[src/design/gpt_pkg.sv]
package gpt_pkg;

  localparam int CoordWidthDefault = 11;
  localparam int JumpWidth         = 8;
  localparam logic [JumpWidth-1:0] JumpLimitReset = 8'd50;

  localparam int DeltaWidth  = 21;
  localparam int MagWidth    = 8;
  localparam int SquareWidth = 2 * MagWidth;
  localparam int CubeWidth   = 3 * MagWidth;

  // Division by 20 is a shift by two and a multiplication by ceil(2^25 / 5).
  localparam int DivShift    = 25;
  localparam int DivInWidth  = CubeWidth - 2;
  localparam int RecipWidth  = 23;
  localparam logic [RecipWidth-1:0] DivRecip = 23'd6710887;
  localparam int ProdWidth   = DivInWidth + RecipWidth;
  localparam int QuoWidth    = ProdWidth - DivShift;

  // Smallest magnitude whose cube exceeds 400.
  localparam logic [MagWidth-1:0] AccelMin = 8'd8;

  typedef enum logic [1:0] {
    BTN_NONE    = 2'd0,
    BTN_PRESS   = 2'd1,
    BTN_RELEASE = 2'd2
  } btn_e;

  typedef enum logic [2:0] {
    ST_IDLE,
    ST_DIFF,
    ST_SQUARE,
    ST_CUBE,
    ST_SCALE,
    ST_OUT
  } ctrl_state_e;

  typedef struct packed {
    logic load_in;
    logic diff;
    logic square;
    logic cube;
    logic scale;
    logic load_out;
  } dp_cmd_t;

  typedef struct packed {
    logic move;
  } dp_status_t;

endpackage

[src/design/gpt_in_if.sv]
interface gpt_in_if #(
  parameter int COORD_WIDTH = gpt_pkg::CoordWidthDefault
);
  logic                   valid;
  logic                   ready;
  logic                   hand_present;
  logic                   mode_enable;
  logic [COORD_WIDTH-1:0] centroid_x;
  logic [COORD_WIDTH-1:0] centroid_y;
  logic                   thumb_shown;
  logic                   index_shown;
  logic                   turn_left;
  logic                   turn_right;

  modport source (
    output valid, hand_present, mode_enable, centroid_x, centroid_y,
           thumb_shown, index_shown, turn_left, turn_right,
    input  ready
  );

  modport sink (
    input  valid, hand_present, mode_enable, centroid_x, centroid_y,
           thumb_shown, index_shown, turn_left, turn_right,
    output ready
  );
endinterface

[src/design/gpt_out_if.sv]
interface gpt_out_if;
  import gpt_pkg::*;

  logic                         valid;
  logic                         ready;
  logic                         move_valid;
  logic signed [DeltaWidth-1:0] delta_x;
  logic signed [DeltaWidth-1:0] delta_y;
  logic                         wheel_up;
  logic                         wheel_down;
  logic [1:0]                   button_event;

  modport source (
    output valid, move_valid, delta_x, delta_y, wheel_up, wheel_down, button_event,
    input  ready
  );

  modport sink (
    input  valid, move_valid, delta_x, delta_y, wheel_up, wheel_down, button_event,
    output ready
  );
endinterface

[src/design/gpt_cfg_if.sv]
interface gpt_cfg_if;
  import gpt_pkg::*;

  logic                 valid;
  logic                 ready;
  logic [JumpWidth-1:0] jump_limit;

  modport source (
    output valid, jump_limit,
    input  ready
  );

  modport sink (
    input  valid, jump_limit,
    output ready
  );
endinterface

[src/design/gpt_ctrl.sv]
module gpt_ctrl (
  input  logic                clk_i,
  input  logic                rst_ni,
  input  logic                in_valid_i,
  output logic                in_ready_o,
  output logic                out_valid_o,
  input  logic                out_ready_i,
  input  gpt_pkg::dp_status_t status_i,
  output gpt_pkg::dp_cmd_t    cmd_o
);
  import gpt_pkg::*;

  ctrl_state_e state_q, state_d;
  logic        out_valid_q, out_valid_d;

  always_ff @(posedge clk_i or negedge rst_ni) begin
    if (!rst_ni) begin
      state_q     <= ST_IDLE;
      out_valid_q <= 1'b0;
    end else begin
      state_q     <= state_d;
      out_valid_q <= out_valid_d;
    end
  end

  always_comb begin
    state_d    = state_q;
    cmd_o      = '0;
    in_ready_o = 1'b0;
    unique case (state_q)
      ST_IDLE: begin
        in_ready_o    = 1'b1;
        cmd_o.load_in = in_valid_i;
        if (in_valid_i) begin
          state_d = ST_DIFF;
        end
      end
      ST_DIFF: begin
        cmd_o.diff = 1'b1;
        state_d    = status_i.move ? ST_SQUARE : ST_OUT;
      end
      ST_SQUARE: begin
        cmd_o.square = 1'b1;
        state_d      = ST_CUBE;
      end
      ST_CUBE: begin
        cmd_o.cube = 1'b1;
        state_d    = ST_SCALE;
      end
      ST_SCALE: begin
        cmd_o.scale = 1'b1;
        state_d     = ST_OUT;
      end
      ST_OUT: begin
        if (!out_valid_q || out_ready_i) begin
          cmd_o.load_out = 1'b1;
          state_d        = ST_IDLE;
        end
      end
      default: state_d = ST_IDLE;
    endcase
    out_valid_d = cmd_o.load_out || (out_valid_q && !out_ready_i);
  end

  assign out_valid_o = out_valid_q;

endmodule

[src/design/gpt_datapath.sv]
module gpt_datapath #(
  parameter int COORD_WIDTH = gpt_pkg::CoordWidthDefault
) (
  input  logic                                  clk_i,
  input  logic                                  rst_ni,
  input  gpt_pkg::dp_cmd_t                      cmd_i,
  output gpt_pkg::dp_status_t                   status_o,
  input  logic                                  cfg_we_i,
  input  logic [gpt_pkg::JumpWidth-1:0]         cfg_jump_limit_i,
  input  logic                                  hand_present_i,
  input  logic                                  mode_enable_i,
  input  logic [COORD_WIDTH-1:0]                centroid_x_i,
  input  logic [COORD_WIDTH-1:0]                centroid_y_i,
  input  logic                                  thumb_shown_i,
  input  logic                                  index_shown_i,
  input  logic                                  turn_left_i,
  input  logic                                  turn_right_i,
  output logic                                  move_valid_o,
  output logic signed [gpt_pkg::DeltaWidth-1:0] delta_x_o,
  output logic signed [gpt_pkg::DeltaWidth-1:0] delta_y_o,
  output logic                                  wheel_up_o,
  output logic                                  wheel_down_o,
  output logic [1:0]                            button_event_o
);
  import gpt_pkg::*;

  localparam int DiffWidth = COORD_WIDTH + 1;

  logic [JumpWidth-1:0]   jump_limit_q;
  logic [COORD_WIDTH-1:0] last_x_q, last_y_q;
  logic                   button_held_q;

  logic                   hand_q, mode_q, thumb_q, index_q, tl_q, tr_q;
  logic [COORD_WIDTH-1:0] cx_q, cy_q;

  logic                   move_q, wheel_up_q, wheel_down_q;
  btn_e                   btn_q;
  logic                   sign_x_q, sign_y_q;
  logic [MagWidth-1:0]    mag_x_q, mag_y_q;
  logic [SquareWidth-1:0] sq_x_q, sq_y_q;
  logic [CubeWidth-1:0]   cube_x_q, cube_y_q;
  logic [QuoWidth-1:0]    quo_x_q, quo_y_q;

  logic                   out_move_q, out_wheel_up_q, out_wheel_down_q;
  btn_e                   out_btn_q;
  logic [DeltaWidth-1:0]  out_dx_q, out_dy_q;

  logic                   idle_frame, jump, move_d;
  logic [COORD_WIDTH-1:0] prev_x, prev_y, abs_x, abs_y;
  logic [DiffWidth-1:0]   diff_x, diff_y;
  logic                   press, release_btn;
  logic [ProdWidth-1:0]   prod_x, prod_y;
  logic [QuoWidth-1:0]    acc_x, acc_y;
  logic [DeltaWidth-1:0]  dx_d, dy_d;

  always_comb begin
    idle_frame  = !hand_q || !mode_q;
    prev_x      = (last_x_q == '0) ? cx_q : last_x_q;
    prev_y      = (last_x_q == '0) ? cy_q : last_y_q;
    diff_x      = DiffWidth'(cx_q) - DiffWidth'(prev_x);
    diff_y      = DiffWidth'(cy_q) - DiffWidth'(prev_y);
    abs_x       = diff_x[DiffWidth-1] ? COORD_WIDTH'(-diff_x) : diff_x[COORD_WIDTH-1:0];
    abs_y       = diff_y[DiffWidth-1] ? COORD_WIDTH'(-diff_y) : diff_y[COORD_WIDTH-1:0];
    jump        = thumb_q && ((DiffWidth'(abs_x) > DiffWidth'(jump_limit_q)) ||
                              (DiffWidth'(abs_y) > DiffWidth'(jump_limit_q)));
    move_d      = !idle_frame && thumb_q && !jump;
    press       = !idle_frame && !jump && !index_q && !button_held_q;
    release_btn = !idle_frame && !jump && index_q && button_held_q;
  end

  assign status_o.move = move_d;

  always_ff @(posedge clk_i or negedge rst_ni) begin
    if (!rst_ni) begin
      jump_limit_q  <= JumpLimitReset;
      last_x_q      <= '0;
      last_y_q      <= '0;
      button_held_q <= 1'b0;
    end else begin
      if (cfg_we_i) begin
        jump_limit_q <= cfg_jump_limit_i;
      end
      if (cmd_i.diff) begin
        if (idle_frame) begin
          last_x_q <= '0;
        end else begin
          last_x_q <= cx_q;
          last_y_q <= cy_q;
        end
        if (press) begin
          button_held_q <= 1'b1;
        end else if (release_btn) begin
          button_held_q <= 1'b0;
        end
      end
    end
  end

  always_ff @(posedge clk_i) begin
    if (cmd_i.load_in) begin
      hand_q  <= hand_present_i;
      mode_q  <= mode_enable_i;
      cx_q    <= centroid_x_i;
      cy_q    <= centroid_y_i;
      thumb_q <= thumb_shown_i;
      index_q <= index_shown_i;
      tl_q    <= turn_left_i;
      tr_q    <= turn_right_i;
    end
    if (cmd_i.diff) begin
      move_q       <= move_d;
      wheel_up_q   <= !idle_frame && !jump && tl_q;
      wheel_down_q <= !idle_frame && !jump && tr_q;
      btn_q        <= press ? BTN_PRESS : (release_btn ? BTN_RELEASE : BTN_NONE);
      sign_x_q     <= diff_x[DiffWidth-1];
      sign_y_q     <= diff_y[DiffWidth-1];
      mag_x_q      <= abs_x[MagWidth-1:0];
      mag_y_q      <= abs_y[MagWidth-1:0];
    end
    if (cmd_i.square) begin
      sq_x_q <= SquareWidth'(mag_x_q) * SquareWidth'(mag_x_q);
      sq_y_q <= SquareWidth'(mag_y_q) * SquareWidth'(mag_y_q);
    end
    if (cmd_i.cube) begin
      cube_x_q <= CubeWidth'(sq_x_q) * CubeWidth'(mag_x_q);
      cube_y_q <= CubeWidth'(sq_y_q) * CubeWidth'(mag_y_q);
    end
    if (cmd_i.scale) begin
      quo_x_q <= prod_x[ProdWidth-1:DivShift];
      quo_y_q <= prod_y[ProdWidth-1:DivShift];
    end
    if (cmd_i.load_out) begin
      out_move_q       <= move_q;
      out_dx_q         <= dx_d;
      out_dy_q         <= dy_d;
      out_wheel_up_q   <= wheel_up_q;
      out_wheel_down_q <= wheel_down_q;
      out_btn_q        <= btn_q;
    end
  end

  always_comb begin
    prod_x = ProdWidth'(cube_x_q[CubeWidth-1:2]) * ProdWidth'(DivRecip);
    prod_y = ProdWidth'(cube_y_q[CubeWidth-1:2]) * ProdWidth'(DivRecip);
    acc_x  = (mag_x_q >= AccelMin) ? quo_x_q : QuoWidth'(mag_x_q);
    acc_y  = (mag_y_q >= AccelMin) ? quo_y_q : QuoWidth'(mag_y_q);
    dx_d   = sign_x_q ? -DeltaWidth'(acc_x) : DeltaWidth'(acc_x);
    dy_d   = sign_y_q ? -DeltaWidth'(acc_y) : DeltaWidth'(acc_y);
    if (!move_q) begin
      dx_d = '0;
      dy_d = '0;
    end
  end

  assign move_valid_o   = out_move_q;
  assign delta_x_o      = out_dx_q;
  assign delta_y_o      = out_dy_q;
  assign wheel_up_o     = out_wheel_up_q;
  assign wheel_down_o   = out_wheel_down_q;
  assign button_event_o = out_btn_q;

endmodule

[src/design/gesture_pointer_translator_top.sv]
// Gesture pointer translator: each accepted frame beat yields exactly one event beat with the
// accelerated cursor move, wheel steps and left button press or release. A frame with a cursor
// move steps through capture, difference and jump check, square, cube, scaling by one
// twentieth and output load; a frame without a move goes from the difference and jump check
// straight to the output load. The controller steps each frame through one squaring and one
// cube multiplier per axis. A new frame is accepted while a finished event still waits at the
// output register. The jump_limit register resets to 50 and its port is always ready, so it
// must be written only while the block is idle.
module gesture_pointer_translator_top #(
  parameter int COORD_WIDTH = gpt_pkg::CoordWidthDefault
) (
  input  logic      clk_i,
  input  logic      rst_ni,
  gpt_in_if.sink    frame_in,
  gpt_out_if.source event_out,
  gpt_cfg_if.sink   cfg_in
);
  import gpt_pkg::*;

  dp_cmd_t    cmd;
  dp_status_t status;

  assign cfg_in.ready = 1'b1;

  gpt_ctrl u_ctrl (
    .clk_i       (clk_i),
    .rst_ni      (rst_ni),
    .in_valid_i  (frame_in.valid),
    .in_ready_o  (frame_in.ready),
    .out_valid_o (event_out.valid),
    .out_ready_i (event_out.ready),
    .status_i    (status),
    .cmd_o       (cmd)
  );

  gpt_datapath #(
    .COORD_WIDTH (COORD_WIDTH)
  ) u_datapath (
    .clk_i            (clk_i),
    .rst_ni           (rst_ni),
    .cmd_i            (cmd),
    .status_o         (status),
    .cfg_we_i         (cfg_in.valid),
    .cfg_jump_limit_i (cfg_in.jump_limit),
    .hand_present_i   (frame_in.hand_present),
    .mode_enable_i    (frame_in.mode_enable),
    .centroid_x_i     (frame_in.centroid_x),
    .centroid_y_i     (frame_in.centroid_y),
    .thumb_shown_i    (frame_in.thumb_shown),
    .index_shown_i    (frame_in.index_shown),
    .turn_left_i      (frame_in.turn_left),
    .turn_right_i     (frame_in.turn_right),
    .move_valid_o     (event_out.move_valid),
    .delta_x_o        (event_out.delta_x),
    .delta_y_o        (event_out.delta_y),
    .wheel_up_o       (event_out.wheel_up),
    .wheel_down_o     (event_out.wheel_down),
    .button_event_o   (event_out.button_event)
  );

endmodule

[src/flat_wrapper.sv]
// flat-port wrapper written by rule: the top's interface ports become plain ports
module gesture_pointer_translator_top_flat import gpt_pkg::*;
#(
  parameter int COORD_WIDTH = gpt_pkg::CoordWidthDefault
)
  (clk_i, rst_ni, frame_in_valid, frame_in_hand_present, frame_in_mode_enable, frame_in_centroid_x, frame_in_centroid_y, frame_in_thumb_shown, frame_in_index_shown, frame_in_turn_left, frame_in_turn_right, frame_in_ready, event_out_valid, event_out_move_valid, event_out_delta_x, event_out_delta_y, event_out_wheel_up, event_out_wheel_down, event_out_button_event, event_out_ready, cfg_in_valid, cfg_in_jump_limit, cfg_in_ready);
  gpt_in_if #(.COORD_WIDTH(COORD_WIDTH)) frame_in_i ();
  gpt_out_if event_out_i ();
  gpt_cfg_if cfg_in_i ();
  input  logic clk_i;
  input  logic rst_ni;
  input wire logic [$bits(frame_in_i.valid)-1:0] frame_in_valid;
  input wire logic [$bits(frame_in_i.hand_present)-1:0] frame_in_hand_present;
  input wire logic [$bits(frame_in_i.mode_enable)-1:0] frame_in_mode_enable;
  input wire logic [$bits(frame_in_i.centroid_x)-1:0] frame_in_centroid_x;
  input wire logic [$bits(frame_in_i.centroid_y)-1:0] frame_in_centroid_y;
  input wire logic [$bits(frame_in_i.thumb_shown)-1:0] frame_in_thumb_shown;
  input wire logic [$bits(frame_in_i.index_shown)-1:0] frame_in_index_shown;
  input wire logic [$bits(frame_in_i.turn_left)-1:0] frame_in_turn_left;
  input wire logic [$bits(frame_in_i.turn_right)-1:0] frame_in_turn_right;
  output wire logic [$bits(frame_in_i.ready)-1:0] frame_in_ready;
  output wire logic [$bits(event_out_i.valid)-1:0] event_out_valid;
  output wire logic [$bits(event_out_i.move_valid)-1:0] event_out_move_valid;
  output wire logic [$bits(event_out_i.delta_x)-1:0] event_out_delta_x;
  output wire logic [$bits(event_out_i.delta_y)-1:0] event_out_delta_y;
  output wire logic [$bits(event_out_i.wheel_up)-1:0] event_out_wheel_up;
  output wire logic [$bits(event_out_i.wheel_down)-1:0] event_out_wheel_down;
  output wire logic [$bits(event_out_i.button_event)-1:0] event_out_button_event;
  input wire logic [$bits(event_out_i.ready)-1:0] event_out_ready;
  input wire logic [$bits(cfg_in_i.valid)-1:0] cfg_in_valid;
  input wire logic [$bits(cfg_in_i.jump_limit)-1:0] cfg_in_jump_limit;
  output wire logic [$bits(cfg_in_i.ready)-1:0] cfg_in_ready;
  assign frame_in_i.valid = frame_in_valid;
  assign frame_in_i.hand_present = frame_in_hand_present;
  assign frame_in_i.mode_enable = frame_in_mode_enable;
  assign frame_in_i.centroid_x = frame_in_centroid_x;
  assign frame_in_i.centroid_y = frame_in_centroid_y;
  assign frame_in_i.thumb_shown = frame_in_thumb_shown;
  assign frame_in_i.index_shown = frame_in_index_shown;
  assign frame_in_i.turn_left = frame_in_turn_left;
  assign frame_in_i.turn_right = frame_in_turn_right;
  assign frame_in_ready = frame_in_i.ready;
  assign event_out_valid = event_out_i.valid;
  assign event_out_move_valid = event_out_i.move_valid;
  assign event_out_delta_x = event_out_i.delta_x;
  assign event_out_delta_y = event_out_i.delta_y;
  assign event_out_wheel_up = event_out_i.wheel_up;
  assign event_out_wheel_down = event_out_i.wheel_down;
  assign event_out_button_event = event_out_i.button_event;
  assign event_out_i.ready = event_out_ready;
  assign cfg_in_i.valid = cfg_in_valid;
  assign cfg_in_i.jump_limit = cfg_in_jump_limit;
  assign cfg_in_ready = cfg_in_i.ready;
  gesture_pointer_translator_top #(.COORD_WIDTH(COORD_WIDTH)) u_core (.clk_i(clk_i), .rst_ni(rst_ni), .frame_in(frame_in_i), .event_out(event_out_i), .cfg_in(cfg_in_i));
endmodule
[config.mk]
export PLATFORM = sky130hd
export DESIGN_NAME = gesture_pointer_translator_top_flat
export DESIGN_NICKNAME = d
export VERILOG_FILES = /design/src/design/gpt_pkg.sv /design/src/design/gpt_in_if.sv /design/src/design/gpt_out_if.sv /design/src/design/gpt_cfg_if.sv /design/src/design/gpt_ctrl.sv /design/src/design/gpt_datapath.sv /design/src/design/gesture_pointer_translator_top.sv /design/src/flat_wrapper.sv
export SDC_FILE = /design/constraint.sdc
export NUM_CORES = 2
export LEC_CHECK = 0
export BUFFER_PORTS_ARGS = -buffer_cell sky130_fd_sc_hd__buf_2
export CAP_MARGIN = 5
export CORE_ASPECT_RATIO = 0.6
export CORE_MARGIN = 2
export CORE_UTILIZATION = 60
export DETAILED_ROUTE_END_ITERATION = 6
export PLACE_DENSITY = 0.77
export SLEW_MARGIN = 10
export SYNTH_ARGS = -nofsm -noshare
export SYNTH_HDL_FRONTEND = slang
export SYNTH_SLANG_ARGS = --single-unit
[constraint.sdc]
create_clock -name clk_i -period 8.1 [get_ports clk_i]
set_clock_uncertainty 0.15 [all_clocks]
set_input_delay 0.81 -clock clk_i [delete_from_list [all_inputs] [get_ports clk_i]]
set_output_delay 0.81 -clock clk_i [all_outputs]
set_load 0.05 [all_outputs]
==> results.toml <==
[final_layout]
final_common_cell = "inv_1"
fillers = 4576
postLayoutCoreUtil_pct = 64.8
final_layout_size_suffix_gt1_share_pct = 5.42
n_antenna_cell = 0
layout_common_cells = "inv_1 (701), ha_1 (551), fa_1 (492)"
fin_nets = 4608
multi_input_area_mm2 = 0.0249
ff_latch_area_mm2 = 0.00725
syn2layout_area_growth_pct = 6.54

[detailed_routing]
via_count = 23800
via_per_inst = 5.52
dr.pass1.iters = 6
drt_iter0_drc = 2198
drc = 0
wl_um = 78000
drtAntennaViolNets = 0
wl_per_cell_um = 18.1

[floorplanning]
die-width_um = 316
core-area_mm2 = 0.0575
die_h_um = 191
initial_core_util_pct = 60.8
dieArea_mm2 = 0.0603
io_pins = 91
rows = 68

[worst_setup_path]
critPathLaunch = "u_core.u_datapath.cube_y_q[21]"
required_ns = 8.27
r2r_start = "u_core.u_datapath.cube_y_q[21]"
critPathCapture = "u_core.u_datapath.quo_y_q[10]"
path_class = "flop to flop"
crit_arrival_ns = 7.32
ff2ff_path_depth = 22
worst-r2r-setup-slack_ns = 0.95
cp-start-kind = "flop"
crit_path_end_kind = "flop"
r2r_end = "u_core.u_datapath.quo_y_q[10]"
crit_fanout = 5

[clock_tree]
numCtsBuffers = 27
cts_tree = "yes"
root_buffer = "clkbuf_16"
clkTransAtPathRegs_ns = 0.07
cts_htree_levels = 1
clock_sinks = 247
holdBufCountCts = 0
postCtsSetupBuffers = 0
clockBufferDepth = 3
insertion_delay_ns = 0.58
cts-resized-gates = 0

[global_routing]
grt_pass1_vias = 23700
grt_use_total_pct = 27.0
grt_pass1_wl_um = 128000
antenna_found_initial = 1
grt_max_degree = 48
grt.overflow.total = 0

[yosys]
synthArstFlopShare_pct = 14.2
netlist_instances = 3441
synth_seq_cells = 247
seq_area_frac_synth_pct = 20.7
synth_ff_type = "edfxtp_1"
avgSynthCellArea_um2 = 10.2
synth_edf_count = 212
syn_area_mm2 = 0.0350
synth_cell_types = 73
synth_warnings = 0

[sta]
fin_crit_sh_pct = 88.2
setup_tns_ns = 0
setup_viol = 0
slew_headroom_pct = 22.6
fin_crit_ns = 7.15
holdWs_ns = 0.198
worst_pin_slew_ns = 1.16
slew_viol_final = 0
timing.fmax_mhz = 140
grt_setup_unrepaired = "no"
timing.final.hold_violations = 0

[outcome]
run_status = "finished clean"

[place]
globalplace.congestion = 0.982
portBuffers = 89
hpwl_um = 64900

[flow_run]
cap_violations = 0

[min_path]
hold_path_class = "primary input to async pin"
==> logic make-up (layout without fill, tap and decap cells) <==
family	count (synthesis)	in the layout	share of synthesized area, %
adders and majority gates	1043	1043	47.9
and+or+nand+nor	824	824	11.4
buffers and inverters	763	861	8.22
AOI/OAI and AO/OA	372	372	6.92
DFF	247	247	20.7
xor gates and xnor gates	157	157	3.93
muxes	33	33	0.959
other	2	7	0.0215
==> worst min-delay path by stage <==
stage | cells past startpoint | startpoint | slack (ns) | endpoint
after detailed placement | 0 | u_core.u_datapath.wheel_up_q | 0.26 | u_core.u_datapath.wheel_up_o
final | 1 | rst_ni | 0.20 | u_core.u_datapath.last_y_q[3]
after CTS | 1 | rst_ni | 0.20 | u_core.u_datapath.last_y_q[0]
after global placement | 0 | u_core.u_datapath.btn_q[0] | 0.25 | u_core.u_datapath.button_event_o[0]
after floorplan | 0 | u_core.u_datapath.btn_q[0] | 0.25 | u_core.u_datapath.button_event_o[0]
after global routing | 1 | frame_in_centroid_x[5] | 0.23 | u_core.u_datapath.cx_q[5]
==> state kept, by name, summed over array words and instances, names as in the netlist, 2 cells and up <==
register,count
u_core.u_datapath.button_event_o,2
u_core.u_datapath.mag_y_q,8
u_core.u_datapath.sq_x_q,15
u_core.u_datapath.cx_q,11
u_core.u_datapath.delta_y_o,21
u_core.u_datapath.btn_q,2
u_core.u_datapath.cube_y_q,22
u_core.u_datapath.cube_x_q,22
u_core.u_datapath.sq_y_q,15
u_core.u_datapath.delta_x_o,21
u_core.u_datapath.last_x_q,11
u_core.u_datapath.mag_x_q,8
u_core.u_datapath.cy_q,11
u_core.u_datapath.quo_x_q,20
u_core.u_ctrl.state_q,3
u_core.u_datapath.last_y_q,11
u_core.u_datapath.jump_limit_q,8
u_core.u_datapath.quo_y_q,20
==> final cells by class <==
cell class,instances,share of cell area (%)
clock buffers,34,2.05
clock inverters,15,0.383
inverters,701,7.06
multi-input cells,2436,66.8
flip-flops and latches,247,19.4
well taps,770,2.59
repair buffers,111,1.64
==> cells in the mapped netlist, drive strengths merged (5+ instances only) <==
| cell type | number | area, um2 |
|---|---|---|
| or2 | 9 | 56.3 |
| nand4 | 10 | 68.8 |
| nand2b | 20 | 133 |
| ha | 551 | 6890 |
| or4 | 6 | 45.0 |
| o21a | 15 | 113 |
| a21oi | 115 | 576 |
| nor4 | 14 | 87.6 |
| nand2 | 321 | 1200 |
| buf | 5 | 31.3 |
| o211ai | 10 | 75.1 |
| a211o | 6 | 52.6 |
| a31o | 6 | 52.6 |
| nor2b | 25 | 156 |
| and2 | 162 | 1010 |
| xnor2 | 100 | 876 |
| nor3 | 32 | 160 |
| a211oi | 10 | 80.1 |
| and3 | 12 | 80.1 |
| a2111oi | 6 | 71.3 |
| a21boi | 7 | 52.6 |
| inv | 701 | 2630 |
| clkbuf | 57 | 214 |
| edfxtp | 212 | 6370 |
| xor2 | 57 | 499 |
| dfrtp | 32 | 801 |
| a21o | 38 | 285 |
| o21ai | 78 | 390 |
| o21bai | 21 | 158 |
| o31ai | 15 | 113 |
| nand3 | 48 | 240 |
| o2111ai | 9 | 78.8 |
| mux2i | 29 | 290 |
| a31oi | 7 | 43.8 |
| or3 | 11 | 68.8 |
| nor2 | 139 | 522 |
| fa | 492 | 9850 |
==> metrics by stage <==
| stage | setup WS (ns) | cells | area, um2 |
|---|---|---|---|
| final | 0.954 | 4314 | 37300 |
| after global placement | 1.09 | 4265 | 36400 |
| after floorplan | 1.54 | 3446 | 35000 |
| after detailed placement | 0.980 | 4265 | 36400 |
| after global routing | 0.625 | 4314 | 37300 |
| after CTS | 0.978 | 4314 | 37300 |
==> worst max-delay path: stages, from the launching register on <==
cell and delay, ns:
edfxtp_1 0.46, fa_1 0.56, inv_1 0.06, fa_1 0.53, inv_1 0.06, fa_1 0.50, inv_1 0.06, fa_1 0.57
fa_1 0.45, fa_1 0.49, inv_1 0.05, fa_1 0.38, ha_1 0.36, a211o_1 0.30, a31oi_1 0.15, o21ai_0 0.13
a31o_2 0.25, nor2_1 0.22, o21ai_0 0.23, a21o_1 0.26, a2111oi_0 0.40, nor3_1 0.13, xor2_1 0.15
==> routing by layer <==
metal	vias up	global-route usage, %	wire, um
met5	-	0	0
met4	0	3.08	818
met3	50	5.93	7340
met2	846	36.3	30000
met1	11600	44.9	39800
li1	11300	-	-
Power is left out: the tool's default activity adds up to more than one toggle a clock period on the data nets, which glitch-free logic cannot reach.
